$ cat config.mk
export PLATFORM = sky130hd
export DESIGN_NAME = vps_pipe_ctrl
export DESIGN_NICKNAME = d
export VERILOG_FILES = /design/src/hw/rtl/vps_pkg.sv /design/src/hw/rtl/vps_pipe_ctrl.sv
export SDC_FILE = /design/constraint.sdc
export NUM_CORES = 1
export LEC_CHECK = 0
export BUFFER_PORTS_ARGS = -buffer_cell sky130_fd_sc_hd__buf_2
export CAP_MARGIN = 40
export CORE_AREA = 2 2 39 41
export DETAILED_ROUTE_END_ITERATION = 8
export DIE_AREA = 0 0 41 43
export HOLD_SLACK_MARGIN = 0.12
export MAX_ROUTING_LAYER = met4
export PLACE_DENSITY = 0.53
export SYNTH_ARGS = -nofsm -noshare
export SYNTH_HDL_FRONTEND = slang
export SYNTH_SLANG_ARGS = --single-unit
$ cat constraint.sdc
create_clock -name clk_i -period 3.55 [get_ports clk_i]
set_clock_uncertainty 0.1 [all_clocks]
set_input_delay 0.1775 -clock clk_i [delete_from_list [all_inputs] [get_ports clk_i]]
set_output_delay 0.1775 -clock clk_i [all_outputs]
set_load 0.02 [all_outputs]
$ cat src/hw/rtl/vps_pkg.sv
// ---------------------------------------------------------------------------
// vps_pkg
// Shared types and constants of the Verlet particle step with wall bounce.
// ---------------------------------------------------------------------------
`timescale 1ns / 1ps
`default_nettype none

package vps_pkg;

  // pipeline depth, input register to output register
  localparam int unsigned NumStages = 7;

  // 300.0 in Q16.16
  localparam logic [32:0] GravAccel = 33'd19660800;

  // register reset values
  localparam logic        GravityOnRst    = 1'b1;
  localparam logic [16:0] DragFactorRst   = 17'd65536;
  localparam logic [16:0] BounceFactorRst = 17'd32768;
  localparam logic [30:0] AreaWidthRst    = 31'd67108864;
  localparam logic [30:0] AreaHeightRst   = 31'd50331648;
  localparam logic [30:0] RadiusRst       = 31'd327680;

  // register indexes
  typedef enum logic [2:0] {
    CfgGravityOn    = 3'd0,
    CfgDragFactor   = 3'd1,
    CfgBounceFactor = 3'd2,
    CfgAreaWidth    = 3'd3,
    CfgAreaHeight   = 3'd4,
    CfgRadius       = 3'd5
  } cfg_idx_e;

  // one enable per pipeline stage
  typedef logic [NumStages-1:0] stage_vec_t;

  typedef struct packed {
    logic        gravity_on;
    logic [16:0] drag_factor;
    logic [16:0] bounce_factor;
    logic [30:0] area_width;
    logic [30:0] area_height;
    logic [30:0] particle_radius;
  } cfg_t;

  typedef struct packed {
    logic signed [31:0] pos_x;
    logic signed [31:0] pos_y;
    logic signed [31:0] prev_x;
    logic signed [31:0] prev_y;
    logic signed [31:0] accel_x;
    logic signed [31:0] accel_y;
    logic        [15:0] time_step;
  } in_item_t;

  typedef struct packed {
    logic signed [31:0] new_pos_x;
    logic signed [31:0] new_pos_y;
    logic signed [31:0] new_prev_x;
    logic signed [31:0] new_prev_y;
  } out_item_t;

endpackage

`default_nettype wire

$ cat src/hw/rtl/vps_pipe_ctrl.sv
// ---------------------------------------------------------------------------
// vps_pipe_ctrl
// Valid bits and per-stage enables of the stallable datapath pipeline.
// ---------------------------------------------------------------------------
`timescale 1ns / 1ps
`default_nettype none

module vps_pipe_ctrl (
  input  wire logic           clk_i,
  input  wire logic           rst_ni,
  input  wire logic           in_valid_i,
  output logic                in_stall_o,
  output logic                out_valid_o,
  input  wire logic           out_stall_i,
  output vps_pkg::stage_vec_t en_o
);

  localparam int unsigned Last = vps_pkg::NumStages - 1;

  vps_pkg::stage_vec_t valid_q, valid_d;
  vps_pkg::stage_vec_t en;

  // a stage moves when it is empty or the next stage moves
  always_comb begin
    en[Last] = !valid_q[Last] || !out_stall_i;
    for (int k = Last - 1; k >= 0; k--) begin
      en[k] = !valid_q[k] || en[k+1];
    end
  end

  // valid bits travel with the data
  always_comb begin
    valid_d = valid_q;
    if (en[0]) begin
      valid_d[0] = in_valid_i;
    end
    for (int k = 1; k <= Last; k++) begin
      if (en[k]) begin
        valid_d[k] = valid_q[k-1];
      end
    end
  end

  always_ff @(posedge clk_i or negedge rst_ni) begin
    if (!rst_ni) begin
      valid_q <= '0;
    end else begin
      valid_q <= valid_d;
    end
  end

  assign en_o        = en;
  assign in_stall_o  = !en[0];
  assign out_valid_o = valid_q[Last];

endmodule

`default_nettype wire

==> run_results.csv <==
group,metric,value,unit
outcome,run_status,"completed",
critical_path,critical_path_buf_inv_count,4,
power,design_power_total,237.0,uW
sta,fmax,0.5274,GHz
layout,sequential_cell_area_in_the_final_layout,175.2,sq um
routing,wire_per_inst,10.07,um
routing,viasPerCell,4.085,
clock_tree,cts_made_buffers,3,
clock_tree,cts.reportedPaths.clkPinSlew,0.05,ns
routing,routed_wirelength,594,um
sta,tightestPinTransition,0.3029,ns
routing,antenna_violating_nets_post_route,0,
routing,detail_route.drc_violations,0,
global_routing,gr-usage-all-layers,0.09129,
critical_path,critPathMostFrequentCell,"sky130_fd_sc_hd__buf_2",
critical_path,r2r_setup_slack,2.39,ns
sta,timing.final.max_slew_violations,0,
layout,fill_cells,154,
clock_tree,post_cts_resized,0,
routing,routed-via-count,241,
yosys,ys.flop_type,"sky130_fd_sc_hd__dfrtp_1",
layout,finish.utilization,0.3029,
layout,syn2layout_area_growth,40.76,%
layout,area_of_the_multi_input_gates,101.3,sq um
yosys,synth_enable_flop_cells,0,
critical_path,worstSetupStartpointType,"input port",
floorplanning,die_width,41,um
routing,drt-initial-drc-count,4,
yosys,netlist-cell-type-count,15,
critical_path,arrival_time_of_the_worst_setup_path,1.62,ns
global_routing,grt_pass1_wl,945,um
sta,finalSetupTns,0,ns
layout,top_regs,"valid_q x7",
critical_path,critPathMaxStageDelay,0.52,ns
critical_path,cp_top_family,"buffers and inverters",
sta,maxSlewHeadroom,0.7981,
floorplanning,floorplan.initialDensity,0.2152,
critical_path,crit_chain,"dlygate4sd3_1 > buf_2 > and4_1 > inv_4 > or2_1 > buf_2",
yosys,ys_seq_area_frac,0.5882,
yosys,postSynth.asyncResetShare,1.000,
power,leakagePower,0.0001839,uW
clock_tree,later_pin_clock_latency_in_the_skew_report,0.25,ns
floorplanning,floorplan.core_area,0.001384,sq mm
critical_path,critical_path_peak_fanout,7,
power,pwr_density_cell,565.4,mW/mm^2
yosys,syn-instance-count,26,
floorplanning,i_o_pin_count,13,
critical_path,critPathCaptureType,"output port",
min_path,type_of_the_most_critical_hold_path,"in -> async",
clock_tree,h-tree-depth,1,
critical_path,ff2ff_path_depth,2,
yosys,post_synth_main_area_contributors,"sky130_fd_sc_hd__dfrtp_1 59%, sky130_fd_sc_hd__nand2b_1 6.3%, sky130_fd_sc_hd__nand4_1 4.2%",
yosys,yosysTopAreaCell,"sky130_fd_sc_hd__dfrtp_1",
yosys,synth.top_cells.by_count,"7 x sky130_fd_sc_hd__dfrtp_1, 3 x sky130_fd_sc_hd__nand2b_1, 2 x sky130_fd_sc_hd__nand2_1, 2 x sky130_fd_sc_hd__nand3_1, 2 x sky130_fd_sc_hd__nand4_1",
clock_tree,root_buffer,"sky130_fd_sc_hd__clkbuf_4",
critical_path,timing.setup.critical_path_class,"in -> out",
yosys,synth-warning-count,0,
global_routing,maximum_number_of_pins_on_one_net_before_global_route_repair,9,
yosys,post_synth.cell_area_avg,11.45,sq um
sta,finalSetupViolCount,0,
yosys,netlist_area,297.8,sq um
global_routing,antenna_found_initial,0,
clock_tree,cts_sinks,7,
power,max-vdd-ir-drop,0.2173,mV
critical_path,critical_path.reg2reg.startpoint,"valid_q[6]",
flow_run,maxCapViolCount,0,
layout,largest_register_ffs,7,
yosys,syn-num-nets,30,
placement,finalWeightedCongestion,0.6369,
sta,grt_setup_unrepaired,"no",
critical_path,critical_path.reg2reg.endpoint,"valid_q[2]",
sta,timing.final.hold_violations,0,
yosys,share_of_the_synthesized_area_in_the_top_cell_type,0.5882,
placement,io_buffer_count,12,
layout,ratio_of_cells_with_drive_above_1_in_the_final_layout,0.3953,
yosys,synth.most_common_cell,"sky130_fd_sc_hd__dfrtp_1",
sta,period_minus_slack,1.896,ns
routing,firstDrtPassIters,2,
sta,final.period_utilization,0.5341,
floorplanning,num_rows,14,
critical_path,worstPathRequired,3.27,ns
clock_tree,cts-root-to-sink-buffers,2,
floorplanning,fp.dieH,43,um
layout,design.final.nets,48,
critical_path,timing.critical_path.slowest_stage_cell,"sky130_fd_sc_hd__dlygate4sd3_1",
clock_tree,tritoncts,"yes",
yosys,yosys_register_bits,7,
global_routing,grt_remaining_overflow,0,
layout,count_of_inserted_antenna_diode_cells,0,
global_routing,first_global_vias,216,
placement,hpwlAfterDp,407.5,um
layout,register_with_the_highest_flop_count,"valid_q",
floorplanning,die_area,0.001763,sq mm
layer usage:
layer | global-route usage | up-vias | routed length, um
met4 | 0.02000 | 0 | 0
met2 | 0.1031 | 13 | 248
met5 | - | - | 0
met3 | 0.09424 | 0 | 75
met1 | 0.1122 | 104 | 270
li1 | - | 124 | -
repair_timing:
item	in CTS	in global routing
hold buffers	3	0
endpoints found under the hold margin	9	0
buffers inserted	0	0
cells in the final DEF, fill, tap and decap left out, drive strengths merged, types with 2 or more instances in the layout:
master        n
clkbuf        4
dlygate4sd3   3
buf          12
nand2b        3
nand2         2
dfrtp         7
nand4         2
nand3         2
cell type report:
type                    count  share of cell area
flip-flops and latches      7              0.4179
inverters                   1             0.01493
repair buffers             15              0.2149
well taps                  16             0.04776
multi-input cells          16              0.2418
clock buffers               4             0.06269
where the power goes:
group,leakage (uW),internal [uW],switching (uW)
registers,0.0000738,91.8,12.8
clock network,0.0000150,42.8,28.6
logic,0.0000951,24.4,36.5
total,0.000184,159,77.9
worst max path at each step:
stage                             to  cells after the start         from
final                        en_o[0]                      6  out_stall_i
after global routing         en_o[0]                      6  out_stall_i
after CTS                    en_o[0]                      6  out_stall_i
after detailed placement     en_o[0]                      4   valid_q[6]
after global placement       en_o[0]                      4   valid_q[6]
after floorplan           in_stall_o                      4   valid_q[6]
cells by family after synthesis:
family	synth area share
flip-flops	0.5882
buffers and inverters	0.07143
AO/OA/AOI/OAI	0.1135
AND/OR/NAND/NOR	0.2269
metrics by stage:
stage	hold slack, ns	instances	worst slack [ns]	instance area (sq um)
after floorplan	-0.2181	26	2.105	297.8
after global placement	-0.08097	52	2.079	362.8
after detailed placement	-0.07920	52	2.078	362.8
after CTS	0.1857	59	1.649	419.2
after global routing	0.2005	59	1.561	419.2
final	0.1934	59	1.654	419.2
(Power assumes the default switching activity.)
