$ cat src/hw/rtl/vps_pkg.sv
// ---------------------------------------------------------------------------
// vps_pkg
// Shared types and constants of the Verlet particle step with wall bounce.
// ---------------------------------------------------------------------------
`timescale 1ns / 1ps
`default_nettype none

package vps_pkg;

  // pipeline depth, input register to output register
  localparam int unsigned NumStages = 7;

  // 300.0 in Q16.16
  localparam logic [32:0] GravAccel = 33'd19660800;

  // register reset values
  localparam logic        GravityOnRst    = 1'b1;
  localparam logic [16:0] DragFactorRst   = 17'd65536;
  localparam logic [16:0] BounceFactorRst = 17'd32768;
  localparam logic [30:0] AreaWidthRst    = 31'd67108864;
  localparam logic [30:0] AreaHeightRst   = 31'd50331648;
  localparam logic [30:0] RadiusRst       = 31'd327680;

  // register indexes
  typedef enum logic [2:0] {
    CfgGravityOn    = 3'd0,
    CfgDragFactor   = 3'd1,
    CfgBounceFactor = 3'd2,
    CfgAreaWidth    = 3'd3,
    CfgAreaHeight   = 3'd4,
    CfgRadius       = 3'd5
  } cfg_idx_e;

  // one enable per pipeline stage
  typedef logic [NumStages-1:0] stage_vec_t;

  typedef struct packed {
    logic        gravity_on;
    logic [16:0] drag_factor;
    logic [16:0] bounce_factor;
    logic [30:0] area_width;
    logic [30:0] area_height;
    logic [30:0] particle_radius;
  } cfg_t;

  typedef struct packed {
    logic signed [31:0] pos_x;
    logic signed [31:0] pos_y;
    logic signed [31:0] prev_x;
    logic signed [31:0] prev_y;
    logic signed [31:0] accel_x;
    logic signed [31:0] accel_y;
    logic        [15:0] time_step;
  } in_item_t;

  typedef struct packed {
    logic signed [31:0] new_pos_x;
    logic signed [31:0] new_pos_y;
    logic signed [31:0] new_prev_x;
    logic signed [31:0] new_prev_y;
  } out_item_t;

endpackage

`default_nettype wire

$ cat src/hw/rtl/vps_cfg_regs.sv
// ---------------------------------------------------------------------------
// vps_cfg_regs
// Configuration register file, written one register per transaction.
// ---------------------------------------------------------------------------
`timescale 1ns / 1ps
`default_nettype none

module vps_cfg_regs (
  input  wire logic          clk_i,
  input  wire logic          rst_ni,
  input  wire logic          cfg_valid_i,
  output logic               cfg_ready_o,
  input  wire logic [2:0]    cfg_index_i,
  input  wire logic [31:0]   cfg_data_i,
  output vps_pkg::cfg_t      cfg_o
);

  vps_pkg::cfg_t cfg_q, cfg_d;

  // always able to take a write
  assign cfg_ready_o = 1'b1;

  // decode register index, unknown indexes ignored
  always_comb begin
    cfg_d = cfg_q;
    if (cfg_valid_i) begin
      unique case (vps_pkg::cfg_idx_e'(cfg_index_i))
        vps_pkg::CfgGravityOn:    cfg_d.gravity_on      = cfg_data_i[0];
        vps_pkg::CfgDragFactor:   cfg_d.drag_factor     = cfg_data_i[16:0];
        vps_pkg::CfgBounceFactor: cfg_d.bounce_factor   = cfg_data_i[16:0];
        vps_pkg::CfgAreaWidth:    cfg_d.area_width      = cfg_data_i[30:0];
        vps_pkg::CfgAreaHeight:   cfg_d.area_height     = cfg_data_i[30:0];
        vps_pkg::CfgRadius:       cfg_d.particle_radius = cfg_data_i[30:0];
        default:                  cfg_d = cfg_q;
      endcase
    end
  end

  // register storage
  always_ff @(posedge clk_i or negedge rst_ni) begin
    if (!rst_ni) begin
      cfg_q.gravity_on      <= vps_pkg::GravityOnRst;
      cfg_q.drag_factor     <= vps_pkg::DragFactorRst;
      cfg_q.bounce_factor   <= vps_pkg::BounceFactorRst;
      cfg_q.area_width      <= vps_pkg::AreaWidthRst;
      cfg_q.area_height     <= vps_pkg::AreaHeightRst;
      cfg_q.particle_radius <= vps_pkg::RadiusRst;
    end else begin
      cfg_q <= cfg_d;
    end
  end

  assign cfg_o = cfg_q;

endmodule

`default_nettype wire

$ cat config.mk
export PLATFORM = sky130hd
export DESIGN_NAME = vps_cfg_regs
export DESIGN_NICKNAME = d
export VERILOG_FILES = /design/src/hw/rtl/vps_pkg.sv /design/src/hw/rtl/vps_cfg_regs.sv
export SDC_FILE = /design/constraint.sdc
export NUM_CORES = 1
export LEC_CHECK = 0
export ABC_CLOCK_PERIOD_IN_PS = 900
export BUFFER_PORTS_ARGS = -buffer_cell sky130_fd_sc_hd__buf_2
export CORE_UTILIZATION = 50
export DETAILED_ROUTE_END_ITERATION = 10
export GPL_ROUTABILITY_DRIVEN = 0
export PLACE_DENSITY = 0.84
export SKIP_CTS_REPAIR_TIMING = 1
export SYNTH_ARGS = -nofsm -noshare
export SYNTH_HDL_FRONTEND = slang
export SYNTH_SLANG_ARGS = --single-unit
$ cat constraint.sdc
create_clock -name clk_i -period 0.9 [get_ports clk_i]
set_clock_uncertainty 0.05 [all_clocks]
set_input_delay 0.135 -clock clk_i [delete_from_list [all_inputs] [get_ports clk_i]]
set_output_delay 0.135 -clock clk_i [all_outputs]
set_load 0.01 [all_outputs]
==> summary.md, run 1 <==
| Metric | Value |
|---|---|
| Dpl hpwl | 7520 um |
| Non-filler cells, final | around 670 |
| Finished Cell Area | 7550 um^2 |
| DRC errors left | 0 |
| Async set-reset flop share out of synthesis | 1.00 |
| Clock Path Buffers | 2 |
| Area Growth Syn to Fin | 53.7% |
| Drt wl/cell | roughly 19 um |
| Slowest Stage Delay on Critical Path | between 0.5 and 0.6 ns |
| Num rows | 35 |
| CP endpoint kind | output port |
| Area share of the largest cell type after synthesis | 0.612 |
| Slowest CP cell | dfstp_2 |
| CTS Buf Count | 17 |
| Crit Path Max Fanout | 2 |
| IO Count | 167 |
| Number of max-slew violations in the final report | 0 |
| Root buffer cell | clkbuf_8 |
| Clock Sinks | between 100 and 150 |
| Total global routing overflow | 0 |
| Pwr per Cell Area | approximately 2900 nW/um^2 |
| Number of flops mapped to enable cells by yosys | 0 |
| Sequential area share after synthesis | 0.654 |
| Synthesized netlist cell count | between 200 and 300 |
| WL final | around 13,000 um |
| Fillcell total | around 510 |
| Largest net degree at the start of global routing | 37 |
| Worst hold margin | -0.00992 ns |
| Leading post-synthesis cells by instance count | dfrtp_1 (120), mux2_2 (106), mux2_4 (20) |
| Peak supply drop | 2.14 mV |
| Period utilisation layout | 1.49 |
| Crit Path Class | flip-flop to output port |
| Max-cap viol count | 0 |
| Pre-CTS WS | -0.469 ns |
| RSZ-0062 raised after global routing | true |
| Worst-path clk slew | 0.06 ns |
| CTS tree | built |
| Data required, critical path | roughly 0.71 ns |
| Htree depth | 4 |
| Failing checks | negative hold slack, negative setup slack |
| FF+latch count, synth | approximately 130 |
| Port bufs | between 150 and 200 |
| Antenna violations before repair | 0 |
| Core footprint | around 9400 um^2 |
| Most area-hungry cell type in the Yosys netlist | dfrtp_1 |
| Final setup viols | 158 |
| Via density | 5.11 |
| Data arrival time of the critical path | 1.16 ns |
| DR pass1 iterations | 4 |
| Starting DRT DRC Count | between 70 and 80 |
| Average size of a mapped cell | approximately 18 um^2 |
| Top-count cell post-synth | dfrtp_1 |
| Primary FF master, synth | dfrtp_1 |
| HP Class | input port to async pin |
| Synth Cell Area | 4910 um^2 |
| Die boundary width | roughly 100 um |
| Fin. Hold Viols | 10 |
| Initial Util | 0.524 |
| Yosys warnings | 0 |
| Synth cell types | 13 |
| N_diodes | 0 |
| Die Y-Extent | 101 um |
| Via count | approximately 3,400 |
| Fin nets | 562 |
| Final setup margin | -0.443 ns |
| Status | finished with violations |
| Static leakage | around 0.0037 uW |
| Number of antenna-violating nets in the routed design | 0 |
| Placed Cells | roughly 570 |
| Syn nets | between 300 and 400 |
| Max Clk Rate | roughly 740 MHz |
| Worst-skew pair later-pin latency | slightly above 0.5 ns |
| Vias in the first global route | between 3,000 and 4,000 |
| Final min period | ~1.3 ns |
| CP Launch Type | flip-flop |
| Top cells by area, synth | dfrtp_1 (61%), mux2_2 (24%), mux2_4 (6.1%), dfstp_2 (4.3%), and4bb_1 (0.76%) |
| Global-route wire length before repair | approximately 18,000 um |
| Die ar. | about 10,000 um^2 |
| Pwr Total | about 22,000 uW |
| WP buf/inv | 1 |
| Post-DP Area | between 6000 and 7000 um^2 |
| Layout cells sized above 1 | 0.704 |
| Total global routing track utilization | 0.237 |
| Worst path cell trace | buf_6 |
| Flip-flop count of the largest register after layout | approximately 130 |
| CP top delay family | flip-flops |
-- cell usage in the layout, fill, tap and decap left out --
cell / n
and4bb_2: 1
buf_4: 39
dfstp_2: 8
bufinv_16: 10
buf_6: 32
mux2_2: 97
clkinvlp_4: 2
nor4b_2: 1
dlygate4sd3_1: 32
nand4b_1: 2
mux2_1: 2
mux2_4: 29
clkbuf_8: 2
clkinv_4: 2
clkbuf_16: 16
dfrtp_1: 120
and4bb_1: 2
buf_2: 131
buf_12: 8
conb_1: 1
-- final timing paths --
| kind | startpoint | end | slack (ns) | depth (start not counted) |
|---|---|---|---|---|
| min | rst_ni | cfg_o[112] | -0.01 | 2 |
| min in group clk_i | cfg_index_i[2] | cfg_o[127] | 0.04 | 3 |
| max reg2reg | cfg_o[110] | cfg_o[110] | -0.07 | 2 |
| max | cfg_o[126] | cfg_o[126] | -0.44 | 1 |
| max in group asynchronous | rst_ni | cfg_o[9] | 0.25 | 3 |
| min reg2reg | cfg_o[20] | cfg_o[20] | 0.45 | 1 |
-- kinds of logic (layout without fill, tap and decap cells) --
logic type             after synthesis  in the layout  synth area share
buffers and inverters               14            274            0.0229
DFF                                128            128             0.654
muxes                              128            128             0.309
other                                1              1          0.000764
and+or+nand+nor                      6              6            0.0130
-- per-layer routing --
metal | GRT usage | up-vias | routed length [um]
li1 | - | 1488 | -
met1 | 0.274 | 1763 | 4950
met2 | 0.413 | 127 | 6850
met4 | 0.0948 | 0 | 296
met3 | 0.0707 | 23 | 691
met5 | 0 | - | 0
-- power breakdown --
group / total [uW] / switching [uW] / internal [uW]
logic: 4880 / 2010 / 2870
clock network: 8800 / 2540 / 6260
registers: 7860 / 769 / 7090
-- area by class of cell --
| class | instances | area (um^2) | area share |
|---|---|---|---|
| clock inverters | 14 | 333 | 0.0441 |
| flip-flops and latches | 128 | 3210 | 0.426 |
| well taps | 129 | 161 | 0.0214 |
| repair buffers | 242 | 1790 | 0.237 |
| clock buffers | 18 | 428 | 0.0567 |
| multi-input cells | 135 | 1620 | 0.215 |
-- stage by stage --
| stage | setup TNS [ns] | util |
|---|---|---|
| after global routing | -48.51 | 0.805 |
| final | -42.53 | 0.805 |
| after detailed placement | -50.56 | 0.641 |
| after floorplan | -21.54 | - |
| after CTS | -43.44 | 0.722 |
| after global placement | -47.29 | 0.641 |
Power figures use the tool's default switching activity.
==> inputs of run 2 (changes only) <==
ABC_CLOCK_PERIOD_IN_PS = 1420   (was 900)
clock period = 1.42 ns   (was 0.9 ns; I/O delays follow)
==> run 2 against run 1 <==
Net effect:
- the run now ends clean
- non-clock buffer count is 33 lower
- register-to-register slack better by 0.62 ns
- critical path depth stayed put
- die area stayed put
- first-iteration DRC count is 6.7% lower
- largest power group is now sequential cells
- clock power is 47% lower
- core utilization is 6.0 points lower
==> summary.md, run 2 (synthesis results as in run 1) <==
| Metric | Value |
|---|---|
| Drt wl/cell | 17.9 um (was 19.2 um) |
| Starting DRT DRC Count | 70 (was 75) |
| CTS tree | built (unchanged) |
| Peak supply drop | 0.947 mV (was 2.14 mV) |
| Register Area | 3210 um^2 (unchanged) |
| Clock Sinks | 128 (unchanged) |
| HP Class | input port to flip-flop (was input port to async pin) |
| WP depth | 1 (unchanged) |
| Total global routing track utilization | 0.223 (was 0.237) |
| Total global routing overflow | 0 (unchanged) |
| CP Launch Type | flip-flop (unchanged) |
| Worst path cell trace | buf_6 (unchanged) |
| Max-cap viol count | 0 (unchanged) |
| Htree depth | 4 (unchanged) |
| Die ar. | 10,200 um^2 (unchanged) |
| Fin nets | 529 (was 562) |
| CP top delay family | flip-flops (unchanged) |
| Slowest CP cell | dfstp_2 (unchanged) |
| Core Util, Final | 0.746 (was 0.805) |
| Number of antenna-violating nets in the routed design | 0 (unchanged) |
| Most frequent cells in the layout | buf_2 (155), dfrtp_1 (120), mux2_2 (106) (was buf_2 (131), dfrtp_1 (120), mux2_2 (97)) |
| WL final | 11,300 um (was 12,800 um) |
| Static leakage | 0.00337 uW (was 0.00368 uW) |
| Final min period | ~1.4 ns |
| Layout cells sized above 1 | 0.681 (was 0.704) |
| Max Clk Rate | between 700 and 800 MHz |
| Die Y-Extent | 101 um (unchanged) |
| Vias in the first global route | 3,291 (was 3,406) |
| Crit Path Class | flip-flop to output port (unchanged) |
| Num rows | 35 (unchanged) |
| Pwr per Cell Area | 1730 nW/um^2 (was 2850 nW/um^2) |
| Share of power burned in registers | 0.407 (was 0.365) |
| Data required, critical path | 1.16 ns (was 0.71 ns) |
| IO Count | 167 (unchanged) |
| Multi-input gate area | 1580 um^2 (was 1620 um^2) |
| RSZ-0062 raised after global routing | true (unchanged) |
| Via density | 5.08 (was 5.11) |
| WP buf/inv | 1 (unchanged) |
| Combinational Power Share | 0.210 (was 0.226) |
| Fin. Hold Viols | 0 (was 10) |
| Worst-skew pair later-pin latency | 0.49 ns (was 0.51 ns) |
| Fillcell total | 611 (was 509) |
| Core footprint | 9370 um^2 (unchanged) |
| Final setup viols | 0 (was 158) |
| Hold Crit Depth | 3 |
| Status | finished clean (was finished with violations) |
| CP endpoint kind | output port (unchanged) |
| Area Growth Syn to Fin | 42.4% (was 53.7%) |
| Global-route wire length before repair | 17,000 um (was 17,700 um) |
| Clock Path Buffers | 2 (unchanged) |
| DRC errors left | 0 (unchanged) |
| Data arrival time of the critical path | 1.15 ns (was 1.16 ns) |
| Dpl hpwl | 7380 um (was 7520 um) |
| Slowest Stage Delay on Critical Path | 0.55 ns (about the same) |
| N_diodes | 0 (unchanged) |
| Number of max-slew violations in the final report | 0 (unchanged) |
| Worst reg2reg path depth | 1 (was 2) |
| Root buffer cell | clkbuf_8 (unchanged) |
| Power share of the clock group | 0.384 (was 0.409) |
| Port bufs | 164 (unchanged) |
| DR pass1 iterations | 4 (unchanged) |
| Period utilisation layout | 0.992 |
| Via count | 3,213 (was 3,401) |
| Worst-path clk slew | 0.06 ns (about the same) |
| Initial Util | 0.524 (unchanged) |
| P_sw | 3160 uW (was 5320 uW) |
| Largest net degree at the start of global routing | 39 (was 37) |
| Die boundary width | 101 um (unchanged) |
| Crit Path Max Fanout | 2 (unchanged) |
| CTS Buf Count | 17 (unchanged) |
| Antenna violations before repair | 0 (unchanged) |
| R2r setup slk | 0.55 ns (was -0.07 ns) |
| Internal power | 8960 uW (was 16,200 uW) |
| Flip-flop count of the largest register after layout | 128 (unchanged) |
| Most common cell after layout, fill and taps aside | buf_2 (unchanged) |
| Net Sw Frac | 0.260 (was 0.247) |
| Setup tns final | 0 ns (was -42.53 ns) |
==> run 2: per-layer routing <==
layer | global-route usage | share of wire
met5 | 0 | 0
met2 | 0.392 | 0.55
met4 | 0.0925 | 0.014
met3 | 0.0576 | 0.044
met1 | 0.258 | 0.39
==> run 2: power by group through the flow <==
| stage | Sequential (uW) | Combinational [uW] | Clock, uW |
|---|---|---|---|
| 3_3_place_gp | 4900 | 2360 | 0 |
| 5_1_grt | 5020 | 2740 | 4880 |
| 6_report | 4930 | 2540 | 4650 |
| 3_5_place_dp | 4960 | 2430 | 0 |
| 2_1_floorplan | 5320 | 835 | 0 |
| 4_1_cts | 4910 | 2440 | 4700 |
==> run 2: cell type report <==
class / count / share of cell area
timing repair buffer: 209 / 0.199
multi-input combinational: 135 / 0.227
clock inverter: 13 / 0.0299
tap: 129 / 0.0231
clock buffer: 19 / 0.0618
sequential: 128 / 0.460
==> run 2: final timing paths <==
kind / from / to
max: cfg_o[126] / cfg_o[126]
min: cfg_index_i[2] / cfg_o[127]
max reg2reg: cfg_o[35] / cfg_o[35]
min reg2reg: cfg_o[120] / cfg_o[120]
max in group asynchronous: rst_ni / cfg_o[127]
min in group asynchronous: rst_ni / cfg_o[98]
==> run 2: stage by stage <==
step                      std cells  total power, uW  hold WS, ns  instance area (um^2)  worst slack (ns)
final                           633            12100        0.107                  6990            0.0110
after global routing            633            12600       0.0883                  6990           -0.0269
after CTS                       601            12100       -0.403                  6620           -0.0218
after detailed placement        569             7390        0.133                  5980          -0.00228
after global placement          569             7260        0.116                  5980           0.00615
after floorplan                 277             6160       -0.133                  4910             0.202
==> inputs of run 3 (changes only) <==
BUFFER_PORTS_ARGS = not set   (was -buffer_cell sky130_fd_sc_hd__buf_2)
DONT_BUFFER_PORTS = 1   (was not set)
PLACE_DENSITY = 0.69   (was 0.84)
==> run 3 against run 2 <==
Net effect:
- wire length shrank 12%
- flip-flop and latch count unchanged
- critical path type unchanged
- critical endpoint is now cfg_o[56]
- core utilization decreased by 10 points
- clock power fell by 1%
- count of clock-buffer cells in the layout stayed put
- largest cell class unchanged
- critical path depth decreased by 1
- die area unchanged
- largest power group unchanged
- non-clock buffer count is 168 lower
- final area fell by 14%
- via count fell by 21%
- the run now ends with negative hold slack left
==> summary.md, run 3 (synthesis results as in run 1) <==
| Metric | Value |
|---|---|
| Crit Path Max Fanout | 2 (unchanged) |
| CP Launch Type | flip-flop (unchanged) |
| Fin. Hold Viols | 128 (was 0) |
| Worst-path clk slew | 0.06 ns (about the same) |
| Number of max-slew violations in the final report | 0 (unchanged) |
| Core Util, Final | 0.645 (was 0.746) |
| Die ar. | 10,200 um^2 (unchanged) |
| Clock Sinks | 128 (unchanged) |
| Pwr per Cell Area | 1840 nW/um^2 (was 1730 nW/um^2) |
| RSZ-0062 raised after global routing | false (was true) |
| Max-cap viol count | 0 (unchanged) |
| DR pass1 iterations | 3 (was 4) |
| Most common cell after layout, fill and taps aside | dfrtp_1 (was buf_2) |
| Final min period | 1.33 ns (was 1.41 ns) |
| Crit Path Class | flip-flop to output port (unchanged) |
| Vias in the first global route | 2,611 (was 3,291) |
| Drt wl/cell | 21.4 um (was 17.9 um) |
| Antenna violations before repair | 0 (unchanged) |
| Global-route wire length before repair | 14,500 um (was 17,000 um) |
| Max Clk Rate | 755 MHz (was 710 MHz) |
| Final setup viols | 0 (unchanged) |
| Total global routing overflow | 0 (unchanged) |
| Htree depth | 4 (unchanged) |
| Peak supply drop | 0.950 mV (was 0.947 mV) |
| Layout cells sized above 1 | 0.512 (was 0.681) |
| Failing checks | negative hold slack |
| Combinational Power Share | 0.094 (was 0.210) |
| Total global routing track utilization | 0.194 (was 0.223) |
| Fin nets | 361 (was 529) |
| CP endpoint kind | output port (unchanged) |
| Via count | 2,537 (was 3,213) |
| Starting DRT DRC Count | 63 (was 70) |
| Number of antenna-violating nets in the routed design | 0 (unchanged) |
| Worst hold margin | -0.642 ns (was 0.107 ns) |
| Port bufs | 0 (was 164) |
| Dpl hpwl | 6070 um (was 7380 um) |
| CTS Buf Count | 17 (unchanged) |
| Flip-flop count of the largest register after layout | 128 (unchanged) |
| Setup tns final | 0 ns (unchanged) |
| Data arrival time of the critical path | 1.06 ns (was 1.15 ns) |
| Core footprint | 9370 um^2 (unchanged) |
| P_sw | 2850 uW (was 3160 uW) |
| Share of power burned in registers | 0.493 (was 0.407) |
| Static leakage | 0.00264 uW (was 0.00337 uW) |
| Power share of the clock group | 0.413 (was 0.384) |
| IO Count | 167 (unchanged) |
| HP Class | input port to async pin (was input port to flip-flop) |
| Net Sw Frac | 0.256 (was 0.260) |
| WL final | 9950 um (was 11,300 um) |
| R2r setup slk | 0.53 ns (was 0.55 ns) |
| Largest net degree at the start of global routing | 129 (was 39) |
| Status | finished with violations (was finished clean) |
| Via density | 5.46 (was 5.08) |
| Period utilisation layout | 0.933 (was 0.992) |
| Root buffer cell | clkbuf_8 (unchanged) |
| Most frequent cells in the layout | dfrtp_1 (120), mux2_2 (106), dlygate4sd3_1 (34) (was buf_2 (155), dfrtp_1 (120), mux2_2 (106)) |
| Initial Util | 0.524 (unchanged) |
| Clock Path Buffers | 2 (unchanged) |
| N_diodes | 0 (unchanged) |
| Internal power | 8280 uW (was 8960 uW) |
| Die Y-Extent | 101 um (unchanged) |
| Area Growth Syn to Fin | 23.1% (was 42.4%) |
| Num rows | 35 (unchanged) |
| DRC errors left | 0 (unchanged) |
| CTS tree | built (unchanged) |
| Data required, critical path | 1.16 ns (about the same) |
| Worst-skew pair later-pin latency | 0.50 ns (was 0.49 ns) |
| Die boundary width | 101 um (unchanged) |
==> run 3: per-layer routing <==
layer / up-vias / GRT usage / part of all wire
li1: 1081 / - / -
met1: 1333 / 0.228 / 0.40
met3: 11 / 0.0867 / 0.090
met2: 112 / 0.310 / 0.50
met4: 0 / 0.0814 / 0.011
met5: - / 0 / 0
==> run 3: layout make-up <==
cell class | count | area (um^2)
Clock buffer | 19 | 422
Clock inverter | 13 | 210
Fill cell | 668 | 3330
Multi-Input combinational cell | 135 | 1580
Sequential cell | 128 | 3210
Tap cell | 129 | 161
Timing Repair Buffer | 41 | 455
==> run 3: power groups by stage <==
stage	logic [uW]	clock network, uW	registers (uW)
6_report	1040	4590	5490
5_1_grt	1130	4850	5590
4_1_cts	939	4690	5510
3_5_place_dp	930	0	5560
3_3_place_gp	876	0	5540
2_1_floorplan	835	0	5320
==> run 3: worst paths after layout <==
path                       cells after the start   startpoint          to
setup reg to reg                               1   cfg_o[124]  cfg_o[124]
setup / recovery                               0    cfg_o[56]   cfg_o[56]
min in group clk_i                             2  cfg_valid_i  cfg_o[127]
max in group asynchronous                      0       rst_ni   cfg_o[56]
hold / removal                                 0       rst_ni  cfg_o[116]
hold reg to reg                                1    cfg_o[35]   cfg_o[35]
==> run 3: per-stage QoR <==
stage | worst slack, ns | std cells | cell area, um^2 | power, uW
2_1_floorplan | 0.202 | 277 | 4910 | 6160
3_3_place_gp | 0.120 | 399 | 5070 | 6410
3_5_place_dp | 0.0921 | 399 | 5070 | 6490
4_1_cts | 0.0683 | 431 | 5710 | 11100
5_1_grt | 0.0614 | 465 | 6050 | 11600
6_report | 0.0948 | 465 | 6050 | 11100
